[src/rtl/pld_pkg.sv]
// Shared types and constants of the PalmDoc LZ77 decoder.
package pld_pkg;

  localparam int HistDepth  = 2048;
  localparam int HistAw     = $clog2(HistDepth);
  localparam int QueueDepth = 4;
  localparam int CountW     = 16;

  localparam logic [7:0] SPACE_CHAR = 8'h20;
  localparam logic [7:0] XOR_MASK   = 8'h80;
  localparam logic [7:0] PAIR_MIN   = 8'h80;
  localparam logic [7:0] SPACE_MIN  = 8'hC0;
  localparam logic [7:0] LIT_MIN    = 8'h09;
  localparam logic [7:0] LIT_ZERO   = 8'h00;
  localparam logic [3:0] SPAN_BASE  = 4'd3;
  localparam logic [CountW-1:0] COUNT_MAX = '1;

  // Result error codes.
  localparam logic [1:0] ERR_NONE  = 2'd0;
  localparam logic [1:0] ERR_DIST  = 2'd1;
  localparam logic [1:0] ERR_TRUNC = 2'd2;

  // Work passed from the parser to the output engine.
  typedef enum logic [2:0] {
    K_NONE  = 3'd0,
    K_LIT   = 3'd1,
    K_SPACE = 3'd2,
    K_COPY  = 3'd3,
    K_BAD   = 3'd4
  } cmd_kind_t;

  typedef struct packed {
    cmd_kind_t         kind;
    logic [7:0]        data;
    logic [3:0]        span;
    logic [HistAw-1:0] distance;
    logic              trunc;
    logic              last;
  } cmd_t;

  // Saturating add of a small amount to the byte count.
  function automatic logic [CountW-1:0] sat_add(input logic [CountW-1:0] a,
                                                input logic [3:0] b);
    logic [CountW:0] sum;
    sum = {1'b0, a} + {{(CountW-3){1'b0}}, b};
    return sum[CountW] ? COUNT_MAX : sum[CountW-1:0];
  endfunction

endpackage

[src/rtl/pld_cmd_fifo.sv]
// Small work queue between the token parser and the output engine.
module pld_cmd_fifo (
  input  logic          clk,
  input  logic          rst,
  input  logic          push,
  input  pld_pkg::cmd_t push_cmd,
  output logic          full,
  input  logic          pop,
  output pld_pkg::cmd_t head,
  output logic          empty
);

  localparam int Aw = $clog2(pld_pkg::QueueDepth);

  pld_pkg::cmd_t store [pld_pkg::QueueDepth];
  logic [Aw-1:0] wr_ptr, rd_ptr;
  logic [Aw:0]   fill;

  assign full  = (fill == (Aw+1)'(pld_pkg::QueueDepth));
  assign empty = (fill == '0);
  assign head  = store[rd_ptr];

  always_ff @(posedge clk) begin
    if (push) begin
      store[wr_ptr] <= push_cmd;
    end
  end

  always_ff @(posedge clk) begin
    if (rst) begin
      wr_ptr <= '0;
      rd_ptr <= '0;
      fill   <= '0;
    end else begin
      if (push) begin
        wr_ptr <= (wr_ptr == Aw'(pld_pkg::QueueDepth - 1)) ? '0 : wr_ptr + 1'b1;
      end
      if (pop) begin
        rd_ptr <= (rd_ptr == Aw'(pld_pkg::QueueDepth - 1)) ? '0 : rd_ptr + 1'b1;
      end
      case ({push, pop})
        2'b10:   fill <= fill + 1'b1;
        2'b01:   fill <= fill - 1'b1;
        default: fill <= fill;
      endcase
    end
  end

endmodule

[config.mk]
export PLATFORM = sky130hd
export DESIGN_NAME = pld_cmd_fifo
export DESIGN_NICKNAME = d
export VERILOG_FILES = /design/src/rtl/pld_pkg.sv /design/src/rtl/pld_cmd_fifo.sv
export SDC_FILE = /design/constraint.sdc
export NUM_CORES = 1
export LEC_CHECK = 0
export BUFFER_PORTS_ARGS = -buffer_cell sky130_fd_sc_hd__buf_4
export CAP_MARGIN = 15
export CORE_MARGIN = 2
export CORE_UTILIZATION = 49
export CTS_BUF_LIST = sky130_fd_sc_hd__clkbuf_8
export DETAILED_ROUTE_END_ITERATION = 6
export GPL_TIMING_DRIVEN = 0
export PLACE_DENSITY = 0.81
export SETUP_SLACK_MARGIN = 0.3
export SYNTH_ARGS = -nofsm -noshare
export SYNTH_HDL_FRONTEND = slang
export SYNTH_SLANG_ARGS = --single-unit
[constraint.sdc]
create_clock -name clk -period 1.5 [get_ports clk]
set_input_delay 0.3 -clock clk [delete_from_list [all_inputs] [get_ports clk]]
set_output_delay 0.3 -clock clk [all_outputs]
set_load 0.05 [all_outputs]
# After elaboration in Yosys (flattened, before gate mapping)
# Memories as Yosys holds them, arrays and structs flattened. A register that Yosys moved wholly into a read port is not among the register bits.
# Index checks and enable logic that the tools add are counted.
# word_totals
ramBits,112
regBits,7
n_memories,1
in_bits,32
# op_classes
eq_ne,5
reduce_logical,2
n_mux,7
addsub,4
# memory_table
memory,words,word_bits,read_ports,rd_ports_with_merged_regs,wr,line,text
store,4,28,1,1,1,pld_cmd_fifo.sv:15,pld_pkg::cmd_t store [pld_pkg::QueueDepth];
# ops
op,count
2-bit 2-to-1 mux,4
2-bit equality test (second input constant),3
3-bit one-hot mux with 2 select lines,1
2-bit by 1-bit adder with 2-bit output (second input constant),2
3-bit by 1-bit adder with 3-bit output (second input constant),1
3-bit equality test (second input constant),1
3-bit logical NOT,1
3-bit by 1-bit subtractor with 3-bit output (second input constant),1
2-bit by 1-bit equality test with 1-bit output (second input constant),1
1-bit 2-to-1 mux,2
2-bit nonzero test,1

# Depth between registers and ports, before layout
# depth
ltp_word,4
ltp_mapped,7
ltp_nobuf,7

# Least setup slack after synthesis
# No wires, ideal clock.
# synth_timing
path_type,reg-to-output
start,register fill[1]
end,output empty
t_required_ps,1200
n_path_buf,0
setup_slack_ps,-197
t_arrival_ps,1397
stages_incl_launch_ff,2
path_cell_list,dfxtp_1 nor3_1
# synth_via
elab_chain_len,1
# synth_rtl
item,line,text
"start, declared",pld_cmd_fifo.sv:17,logic [Aw:0] fill;
"start signal, assigned",pld_cmd_fifo.sv:42,2'b10: fill <= fill + 1'b1;
"start signal, assigned",pld_cmd_fifo.sv:43,2'b01: fill <= fill - 1'b1;
"start signal, assigned",pld_cmd_fifo.sv:44,default: fill <= fill;
3-bit logical NOT,pld_cmd_fifo.sv:20,assign empty = (fill == '0);
"end, declared",pld_cmd_fifo.sv:10,output logic empty
# Every way passes these cells.

==> results.txt <==
----------------------------------------------------
[Hold path]
  Type of the worst min-delay path ... in -> reg
  Count of cells along the worst hold path ... 1
  Worst min-delay path endpoint ... store[3][10]
  Beginning of the worst hold path ... push_cmd[10]

[Die]
  Horiz. Die Dim ... roughly 100 um
  Chip height ... 100 um
  Overall die area ... around 10000 um^2
  Number of cell rows ... 35
  Total core area ... 9110 um^2
  Number of top-level pins ... 62
  Effective utilization at floorplan ... about 50%

[Run]
  Number of max-capacitance violations reported ... 0

[Global routing]
  Overall fraction of global-route tracks in use ... 18.9%
  Initial antenna violation count ... 0
  Wire length of the first global-routing pass ... 13.4 mm
  Via count of the first global-routing pass ... 2420
  Total overflow reported by the global router ... 0
  Maximum number of pins on one net before global-route repair ... 20

[STA]
  Max-slew headroom ... between 80 and 90%
  Worst clock skew ... between 8 and 9 ps
  Final hold vios ... 0
  Final count of pins violating max slew ... 0
  Setup repair after global routing missed its margin ... true
  Final Worst Setup Slack ... -548 ps
  Final Critical Period ... between 2000 and 2500 ps
  Worst-margin pin slew ... 234 ps
  Final period utilization ... 137%
  Worst hold margin ... ~75 ps
  Achievable frequency ... about 490 MHz
  Final number of setup-violating endpoints ... 28

[Worst setup path]
  Slowest stage cell, crit path ... sky130_fd_sc_hd__mux4_2
  Worst reg2reg path endpoint ... fill[2]
  Worst setup path category ... reg -> out
  Maximum fanout along the worst path ... 6
  Worst setup slack for register-to-register paths ... roughly 50 ps
  CP Capture Type ... output port
  Launch point of the worst reg-to-reg path ... fill[0]
  Kind of cell adding the most delay to the critical path ... multiplexers
  Critical path cell sequence ... buf_12, clkbuf_16, mux4_2, buf_6
  Worst Reg2Reg Path Length in Cells ... 5
  Buffers plus inverters on the worst setup path ... 3
  Setup crit start kind ... flop
  Endpoint arrival time on the critical path ... roughly 1800 ps
  Slowest Stage Delay on Critical Path ... around 500 ps
  CP Data Required Time ... approximately 1200 ps

[Run status]
  Failing checks ... negative setup slack
  Status ... complete, but fails checks

[Route]
  Drt pass-1 iters ... 4
  Vias ... around 2300
  Post-route ant nets ... 0
  Overall routed net length ... approximately 8.6 mm
  DR vias/cell ... around 5.4
  Number of design rule violations left after detail routing ... 0
  Initial DRC count ... around 110
  Routed length per placed instance ... 20.8 um

[Power]
  IR Drop Worst-Case VDD ... 0.000789 V
  Clock share of power ... around two fifths
  Switch Pwr ... about 2.1 mW
  Sequential Power Share ... a little under half
  Switching share of power ... 24.6%
  Design internal power ... approximately 6.4 mW
  Total leakage power ... about 2.1 nW
  PD cells ... between 1000 and 1500 nW/um^2
  Share of power burned in combinational logic ... between 10% and 20%
  Tot Pwr ... ~8.5 mW

[CTS]
  Root Buffer Master ... sky130_fd_sc_hd__clkbuf_8
  Later-pin clock latency in the skew report ... about 420 ps
  Clk slew on worst S/H paths ... ~80 ps
  Number of clock buffers inserted by TritonCTS ... 17
  Hold buffer count at cts ... 0
  Sinks on the clock net ... 121
  CTS max path bufs ... 2
  Depth of the CTS H-tree ... 4
  TritonCTS clock tree ... built

[Synth]
  Distinct cell type count of the synthesized netlist ... 20
  Synthesized instance count ... around 190
  Post-Syn Area per Cell ... around 23 um^2
  Sequential-to-total area share from yosys stat ... between 70% and 80%
  Post-synthesis net count ... 233
  Post-synthesis sequential element count ... 121
  Synth warn ... 0
  Mapped cell area ... 4540 um^2

[Place]
  Final RePlAce weighted congestion ... approximately 0.62
  Quantity of I/O buffers inserted on ports ... between 60 and 70
  HPWL reported at the end of detailed placement ... ~4.3 mm

[Finish]
  Antenna fix cells ... 0
  Layout Nets ... 330
  Number of filler cells placed in the layout ... between 600 and 700
  Fraction of the core area covered by cells at the end of the flow ... roughly two thirds
  Layout Area Growth over Synthesis ... 32.5%
  Proportion of layout cells with a drive suffix above 1 ... a little under three fifths

----------------------------------------------------
-- synthesized netlist by cell type (all sizes together) --
master | n | area, um^2
inv | 7 | 26.3
nor3b | 2 | 15.0
ha | 6 | 75.1
fa | 1 | 20.0
nor3 | 1 | 5.00
nor2 | 7 | 26.3
mux4 | 28 | 661
or3 | 1 | 6.26
xor2 | 2 | 17.5
mux2i | 2 | 20.0
a21oi | 4 | 20.0
o21ai | 1 | 5.00
and3 | 1 | 6.26
edfxtp | 112 | 3360
and2 | 4 | 25.0
dfxtp | 9 | 180
buf | 6 | 66.3
-- kinds of logic after synthesis --
kind of cell	synth area share [%]
multiplexers	15.0
adder cells (fa/ha/maj)	2.10
XOR/XNOR	0.386
buffers and inverters	2.04
AO/OA/AOI/OAI	0.551
AND/OR/NAND/NOR	1.85
flip-flops	78.1
-- how the worst max path moves through the flow --
stage                          end  slack [ps]  cells after the start
after global routing      head[13]        -600                      4
after CTS                 head[25]        -580                      4
after global placement     head[8]        -230                      4
final                     head[11]        -550                      4
after detailed placement  head[10]        -240                      4
after floorplan           head[19]         -70                      2
-- routing by layer --
layer | GRT usage [%] | part of all wire, % | vias to the layer above
li1 | - | - | 1011
met5 | 0 | 0 | -
met1 | 24.6 | 42 | 1165
met3 | 5.78 | 5.0 | 10
met4 | 7.17 | 1.6 | 0
met2 | 30.2 | 52 | 69
-- cell type report --
| cell class | instances | area, um^2 | share of cell area [%] |
|---|---|---|---|
| Buffer | 6 | 90.1 | 1.50 |
| Clock buffer | 17 | 234 | 3.89 |
| Timing Repair Buffer | 66 | 669 | 11.1 |
| Tap cell | 111 | 139 | 2.31 |
| Multi-Input combinational cell | 72 | 1070 | 17.8 |
| Clock inverter | 15 | 224 | 3.73 |
| Sequential cell | 121 | 3550 | 59.1 |
| Inverter | 7 | 31.3 | 0.520 |
-- state kept, by name (all words and copies together), names as in the netlist, named ones only --
signal and cells:
wr_ptr 2, store 112, rd_ptr 2, fill 3
-- repair_timing --
item                                    4_1_cts  5_1_grt
pin swaps                                     3        3
endpoints found under the setup margin      144       80
cloned                                       13        1
endpoints found under the hold margin         0        0
gates resized for setup                      74        4
buffers inserted                              3        0
-- metrics by stage --
stage / cell area (um^2) / TNS (ps) / instances / setup slack (ps)
finish: 6010 / -14870 / 415 / -548
detailed placement: 5160 / -4740 / 366 / -241
global route: 6010 / -16430 / 415 / -601
global placement: 5160 / -4630 / 366 / -228
floorplan: 4560 / -1480 / 194 / -65.8
CTS: 5970 / -15040 / 414 / -579
-- power groups by stage --
stage                     Sequential [mW]  Combinational (mW)  Clock (mW)
after CTS                            3.89                1.31        3.31
after global routing                 3.90                1.38        3.47
after detailed placement             3.95                1.10           0
after floorplan                      3.94               0.751           0
final                                3.89                1.32        3.26
after global placement               3.94                1.07           0
-- layout by cell type, fill, tap and decap left out, drive strengths merged --
cell / Yosys / routed
and2: 4 / 16
bufinv: 0 / 5
mux4: 28 / 28
clkinv: 0 / 6
inv: 7 / 8
o21ai: 1 / 1
clkbuf: 0 / 18
nor3: 1 / 1
and3: 1 / 1
nor3b: 2 / 2
dfxtp: 9 / 9
mux2i: 2 / 2
ha: 6 / 6
fa: 1 / 1
or3: 1 / 1
edfxtp: 112 / 112
clkinvlp: 0 / 3
nor2: 7 / 7
buf: 6 / 71
xor2: 2 / 2
a21oi: 4 / 4
No activity file was read; power rests on OpenSTA's default activity.
