### config.mk
export PLATFORM = sky130hd
export DESIGN_NAME = pld_front
export DESIGN_NICKNAME = d
export VERILOG_FILES = /design/src/rtl/pld_pkg.sv /design/src/rtl/pld_front.sv
export SDC_FILE = /design/constraint.sdc
export NUM_CORES = 1
export LEC_CHECK = 0
export ABC_AREA = 0
export BUFFER_PORTS_ARGS = -buffer_cell sky130_fd_sc_hd__buf_4
export CORE_MARGIN = 2
export CORE_UTILIZATION = 40
export CTS_CLUSTER_SIZE = 30
export DETAILED_ROUTE_END_ITERATION = 7
export PLACE_DENSITY_LB_ADDON = 0.05
export SYNTH_ARGS = -nofsm -noshare
export SYNTH_HDL_FRONTEND = slang
export SYNTH_SLANG_ARGS = --single-unit
### constraint.sdc
create_clock -name clk -period 4.5 [get_ports clk]
set_input_delay 0.9 -clock clk [delete_from_list [all_inputs] [get_ports clk]]
set_output_delay 0.9 -clock clk [all_outputs]
set_load 0.03 [all_outputs]
### src/rtl/pld_pkg.sv
// Shared types and constants of the PalmDoc LZ77 decoder.
package pld_pkg;

  localparam int HistDepth  = 2048;
  localparam int HistAw     = $clog2(HistDepth);
  localparam int QueueDepth = 4;
  localparam int CountW     = 16;

  localparam logic [7:0] SPACE_CHAR = 8'h20;
  localparam logic [7:0] XOR_MASK   = 8'h80;
  localparam logic [7:0] PAIR_MIN   = 8'h80;
  localparam logic [7:0] SPACE_MIN  = 8'hC0;
  localparam logic [7:0] LIT_MIN    = 8'h09;
  localparam logic [7:0] LIT_ZERO   = 8'h00;
  localparam logic [3:0] SPAN_BASE  = 4'd3;
  localparam logic [CountW-1:0] COUNT_MAX = '1;

  // Result error codes.
  localparam logic [1:0] ERR_NONE  = 2'd0;
  localparam logic [1:0] ERR_DIST  = 2'd1;
  localparam logic [1:0] ERR_TRUNC = 2'd2;

  // Work passed from the parser to the output engine.
  typedef enum logic [2:0] {
    K_NONE  = 3'd0,
    K_LIT   = 3'd1,
    K_SPACE = 3'd2,
    K_COPY  = 3'd3,
    K_BAD   = 3'd4
  } cmd_kind_t;

  typedef struct packed {
    cmd_kind_t         kind;
    logic [7:0]        data;
    logic [3:0]        span;
    logic [HistAw-1:0] distance;
    logic              trunc;
    logic              last;
  } cmd_t;

  // Saturating add of a small amount to the byte count.
  function automatic logic [CountW-1:0] sat_add(input logic [CountW-1:0] a,
                                                input logic [3:0] b);
    logic [CountW:0] sum;
    sum = {1'b0, a} + {{(CountW-3){1'b0}}, b};
    return sum[CountW] ? COUNT_MAX : sum[CountW-1:0];
  endfunction

endpackage

### src/rtl/pld_front.sv
// Token parser: classifies compressed bytes and queues work for the output engine.
module pld_front (
  input  logic              clk,
  input  logic              rst,
  input  logic              in_valid,
  output logic              in_ready,
  input  logic [7:0]        in_byte,
  input  logic              in_last,
  input  logic              q_full,
  output logic              q_push,
  output pld_pkg::cmd_t     q_cmd
);

  typedef enum logic [2:0] {
    P_IDLE = 3'b001,
    P_RAW  = 3'b010,
    P_PAIR = 3'b100
  } phase_t;

  phase_t                      phase, phase_next;
  logic [3:0]                  raw_rem, raw_rem_next;
  logic [7:0]                  pair_first, pair_first_next;
  logic [pld_pkg::CountW-1:0]  count, count_next;
  logic [15:0]                 word;
  logic [3:0]                  span;
  logic [pld_pkg::HistAw-1:0]  back;
  logic [3:0]                  rem_dec;
  logic                        accept;

  assign in_ready = !q_full;
  assign accept   = in_valid && in_ready;
  assign word     = {pair_first, in_byte};
  assign span     = pld_pkg::SPAN_BASE + {1'b0, word[2:0]};
  assign back     = word[13:3];
  assign rem_dec  = (raw_rem != 4'd0) ? raw_rem - 4'd1 : 4'd0;

  always_comb begin
    phase_next      = phase;
    raw_rem_next    = raw_rem;
    pair_first_next = pair_first;
    count_next      = count;
    q_cmd.kind      = pld_pkg::K_NONE;
    q_cmd.data      = in_byte;
    q_cmd.span      = span;
    q_cmd.distance  = back;
    q_cmd.trunc     = 1'b0;
    q_cmd.last      = in_last;
    case (phase)
      P_RAW: begin
        q_cmd.kind   = pld_pkg::K_LIT;
        count_next   = pld_pkg::sat_add(count, 4'd1);
        raw_rem_next = rem_dec;
        if (rem_dec == 4'd0) begin
          phase_next = P_IDLE;
        end else begin
          q_cmd.trunc = in_last;
        end
      end
      P_PAIR: begin
        phase_next = P_IDLE;
        if (back == '0 || {{(pld_pkg::CountW-pld_pkg::HistAw){1'b0}}, back} > count) begin
          q_cmd.kind = pld_pkg::K_BAD;
        end else begin
          q_cmd.kind = pld_pkg::K_COPY;
          count_next = pld_pkg::sat_add(count, span);
        end
      end
      default: begin
        if (in_byte >= pld_pkg::SPACE_MIN) begin
          q_cmd.kind = pld_pkg::K_SPACE;
          count_next = pld_pkg::sat_add(count, 4'd2);
        end else if (in_byte >= pld_pkg::PAIR_MIN) begin
          pair_first_next = in_byte;
          phase_next      = P_PAIR;
          q_cmd.trunc     = in_last;
        end else if (in_byte >= pld_pkg::LIT_MIN || in_byte == pld_pkg::LIT_ZERO) begin
          q_cmd.kind = pld_pkg::K_LIT;
          count_next = pld_pkg::sat_add(count, 4'd1);
        end else begin
          raw_rem_next = in_byte[3:0];
          phase_next   = P_RAW;
          q_cmd.trunc  = in_last;
        end
      end
    endcase
    // End of record: return the parser to its reset state.
    if (in_last) begin
      phase_next      = P_IDLE;
      raw_rem_next    = 4'd0;
      pair_first_next = 8'd0;
      count_next      = '0;
    end
  end

  assign q_push = accept && (q_cmd.kind != pld_pkg::K_NONE || q_cmd.trunc);

  always_ff @(posedge clk) begin
    if (rst) begin
      phase      <= P_IDLE;
      raw_rem    <= 4'd0;
      pair_first <= 8'd0;
      count      <= '0;
    end else if (accept) begin
      phase      <= phase_next;
      raw_rem    <= raw_rem_next;
      pair_first <= pair_first_next;
      count      <= count_next;
    end
  end

endmodule

# Word-level counts from Yosys, hierarchy flattened

Index checks and enable logic that the tools add are counted.

Flip-flop bits (word level): 29
Bits in latches: 0
Bits in writable memories: 0
Bits in read-only memories: 0
Input bits: 13
Output and inout port bits: 30
Word-level logic and storage cells: 79
Memories kept: 0

$add $sub $neg: 5
Multiply operators: 0
Div/mod/pow operators: 0
$lt $le $gt $ge: 4
Equality and inequality tests: 13
Shifts and indexed selects: 0
Mux-type cells: 35
Bitwise operators: 0
Reduce and logical (&&, ||, !) cells: 18

Operators with widths:

| cell                  | number |
|---|---|
| $mux 16               | 8 |
| $pmux 16 s2           | 1 |
| $mux 6                | 4 |
| $mux 4                | 5 |
| $mux 3                | 6 |
| $add 16x1->17 const B | 1 |
| $add 16x2->17 const B | 1 |
| $add 16x4->17         | 1 |
| $ge 8x8->1 const B    | 2 |
| $gt 11x16->1          | 1 |
| $pmux 3 s2            | 2 |
| $reduce_and 4->1      | 3 |
| $logic_not 11->1      | 1 |
| $ne 5x3->1 const B    | 2 |
| $ne 3x2->1 const B    | 3 |
| $ge 8x4->1 const B    | 1 |
| $logic_not 8->1       | 1 |
| $pmux 4 s2            | 1 |
| $mux 1                | 6 |
| $ne 3x3->1 const B    | 2 |
| $reduce_and 5->1      | 1 |
| $reduce_bool 5->1     | 1 |
| $add 2x3->4 const A   | 1 |
| $logic_not 4->1       | 1 |
| 15 further kinds      | 19 |

# Logic depth before layout (Yosys ltp)

Word-level depth: 9
Depth in mapped cells: 12
Gate-level depth less buffers: 11

# Worst setup path before layout

Ideal clock, no wire load.

Path type: input to output
Start: input in_byte[0]
End: output q_cmd[25] in the netlist's numbering
Data arrival time: 2.991 ns
Required time: 3.600 ns
Path slack: 0.609 ns
Stages: 6
Buffers on the path: 0
Path through: inv_1 > ha_1 > nor2b_1 > o21ai_0 > and2_1 > o311ai_0

RTL lines:

| item               | line            | RTL |
|---|---|---|
| start: declaration | pld_front.sv:7  | `input logic [7:0] in_byte,` |
| end: declaration   | pld_front.sv:11 | `output pld_pkg::cmd_t q_cmd` |

==> results.yml <==
clock_tree:
  root_buffer: "clkbuf_8"
  ctsHoldBuffers: 0
  cts.sinks: 29
  cts_setup_buffers: 0
  clock_latency_ns: 0.29
  clkTransAtPathRegs_ns: 0.07
  clk_path_buf_depth: 2
  cts_tree: "yes"
  post_cts_resized: 0
  htreeDepth: 2
  cts_made_buffers: 5
worst_setup_path:
  cp_max_fo: 9
  ff2ff_setup_slack_ns: 1.47
  crit_arrival_ns: 2.67
  start_kind: "flip-flop"
  worst_setup_path_end_kind: "output port"
  cp.required_ns: 3.60
  critPathKind: "flip-flop to output port"
global_route:
  antenna_found_initial: 0
  globalRoute.totalOverflow: 0
  grt_pass1_wl_um: 17400
  grt_pass1_vias: 3196
  grtUsageTotal_pct: 25.6
  grt_max_degree: 34
floorplanning:
  die_area_um2: 9000
  pin_count: 43
  start_util_pct: 40.8
  fp.coreArea_um2: 8090
  num_rows: 33
  die_x_um: 94.9
  die_h_um: 94.9
timing:
  final.period_utilization_pct: 79.3
  finalSetupViolations: 0
  rsz0062_at_grt: "false"
  tightestPinTransition_ns: 0.997
  worst_hold_slack_ns: 0.511
  maxClockFrequency_mhz: 280
  setup_tns_ns: 0
  slew-limit-headroom_pct: 33.3
  hold_viol_final: 0
  period_minus_slack_ns: 3.57
  slew_violations: 0
  finClkSkew_ns: 0.00659
layout:
  mostFrequentLayoutCell: "a21oi_1"
  area_growth_pct: 11.0
  n_antenna_cell: 0
  drive_gt1_share_pct: 16.0
  post-route-cell-area_um2: 3670
  layout_common_cells: "a21oi_1 (51), buf_4 (49), nor2_1 (40)"
  nets: 502
placement:
  placed_area_um2: 3530
  dp_hpwl_um: 8090
  portBuffers: 42
  finalWeightedCongestion: 0.853
power:
  p_leak_nw: 1.33
  total_power_w: 0.000846
  power_density_nw_per_um2: 231
  ir_drop_mv: 0.173
yosys:
  synth_area_per_cell_um2: 7.20
  ys_types: 67
  synth_area_um2: 3300
  synth_area_leaders: "dfxtp_1 (18%), a21oi_1 (7.7%), ha_1 (7.2%)"
  synth_seq_cells: 29
  syn_nets: 492
  async_flop_share_pct: 0
  synth_area_leader_cell: "dfxtp_1"
  synth_edf_count: 0
  ys_seq_area_share_pct: 17.6
  syn_inst: 459
  synth_warnings: 0
  yosysTopAreaCellShare_pct: 17.6
  synth_ff_type: "dfxtp_1"
outcome:
  outcome: "finished, final reports clean"
drt:
  drc: 0
  ant_nets: 0
  firstDrtPassIters: 5
  drt_wl_total_um: 11400
  wl_per_cell_um: 19.8
  drt_iter0_drc: 268
  vias: 3562
  viasPerCell: 6.19
hold_path:
  hp-class: "flip-flop to flip-flop"
flow_run:
  maxCapViolations: 0
sequential cells by signal (all words and copies together), names as in the netlist:
signal and flops:
phase 3, pair_first 6, raw_rem 4, count 16
synthesized netlist by cell type (2+ instances only):
| master | count |
|---|---|
| nor3_1 | 13 |
| o21a_1 | 2 |
| a21boi_0 | 2 |
| inv_1 | 19 |
| xor2_1 | 6 |
| and3_1 | 2 |
| dfxtp_1 | 29 |
| mux2i_1 | 7 |
| a311oi_2 | 3 |
| ha_1 | 19 |
| or4_1 | 3 |
| buf_4 | 15 |
| o211ai_1 | 4 |
| nand2b_1 | 2 |
| nand4_1 | 13 |
| or2_1 | 2 |
| xnor2_1 | 17 |
| a31oi_1 | 8 |
| nand2_1 | 26 |
| clkbuf_1 | 13 |
| mux2_2 | 2 |
| a311o_1 | 2 |
| nor4_1 | 10 |
| and2_1 | 7 |
| buf_2 | 14 |
| a221oi_2 | 4 |
| o21ai_0 | 34 |
| buf_6 | 3 |
| a21oi_1 | 51 |
| nor2b_1 | 9 |
| nor2_2 | 2 |
| o22ai_1 | 7 |
| o21ai_1 | 2 |
| and4_1 | 5 |
| or2_2 | 2 |
| nand3_1 | 18 |
| a221oi_1 | 2 |
| o31ai_1 | 2 |
| a211oi_1 | 3 |
| o32ai_1 | 3 |
| nor2_1 | 40 |
| a21o_1 | 7 |
per-stage QoR:
stage	setup slack, ns	util (%)	cells
finish	0.931	45.3	575
CTS	0.970	45.3	575
detailed placement	1.04	43.7	567
global placement	1.05	43.7	567
floorplan	0.609	-	459
global route	0.716	45.3	575
cell families (layout without fill, tap and decap cells):
| group | after synthesis | in the layout | share of synthesized area [%] |
|---|---|---|---|
| compound gates | 150 | 150 | 29.7 |
| fa+ha+maj | 20 | 20 | 7.80 |
| buf+inv | 66 | 77 | 10.5 |
| xor+xnor | 23 | 23 | 6.10 |
| simple gates | 162 | 162 | 25.6 |
| mux | 9 | 9 | 2.80 |
| flops | 29 | 29 | 17.6 |
worst max-delay path: stages (launching register included):
cell,delay (ns)
dfxtp_1,0.53
inv_1,0.23
ha_1,0.23
a21o_1,0.15
a21oi_1,0.22
nor2b_1,0.23
nand3_1,0.09
a31oi_1,0.24
nand2_1,0.10
o311ai_0,0.13
buf_4,0.23
metal layers:
layer / routed length (um) / track usage [%]
met1: 5190 / 36.2
met2: 5090 / 40.3
met3: 828 / 4.07
met4: 252 / 6.88
met5: 0 / 0
worst paths after layout:
kind              start         end  depth (start not counted)
max            count[8]   q_cmd[25]                         10
min          raw_rem[2]  raw_rem[2]                          2
max reg2reg    count[0]    count[7]                          8
min reg2reg  raw_rem[2]  raw_rem[2]                          2
area by class of cell:
cell class / instances / area (um2)
fill: 871 / 4430
multi-input combinational: 364 / 2380
sequential: 29 / 581
timing repair buffer: 49 / 368
tap: 105 / 131
inverter: 20 / 75.1
clock buffer: 5 / 68.8
clock inverter: 3 / 65.1
power breakdown:
part / switching [W] / internal [W]
Clock: 0.000118 / 0.000220
Combinational: 0.000142 / 0.0000833
Sequential: 0.0000181 / 0.000266
Total: 0.000277 / 0.000569
No activity file was read; power rests on OpenSTA's default activity.
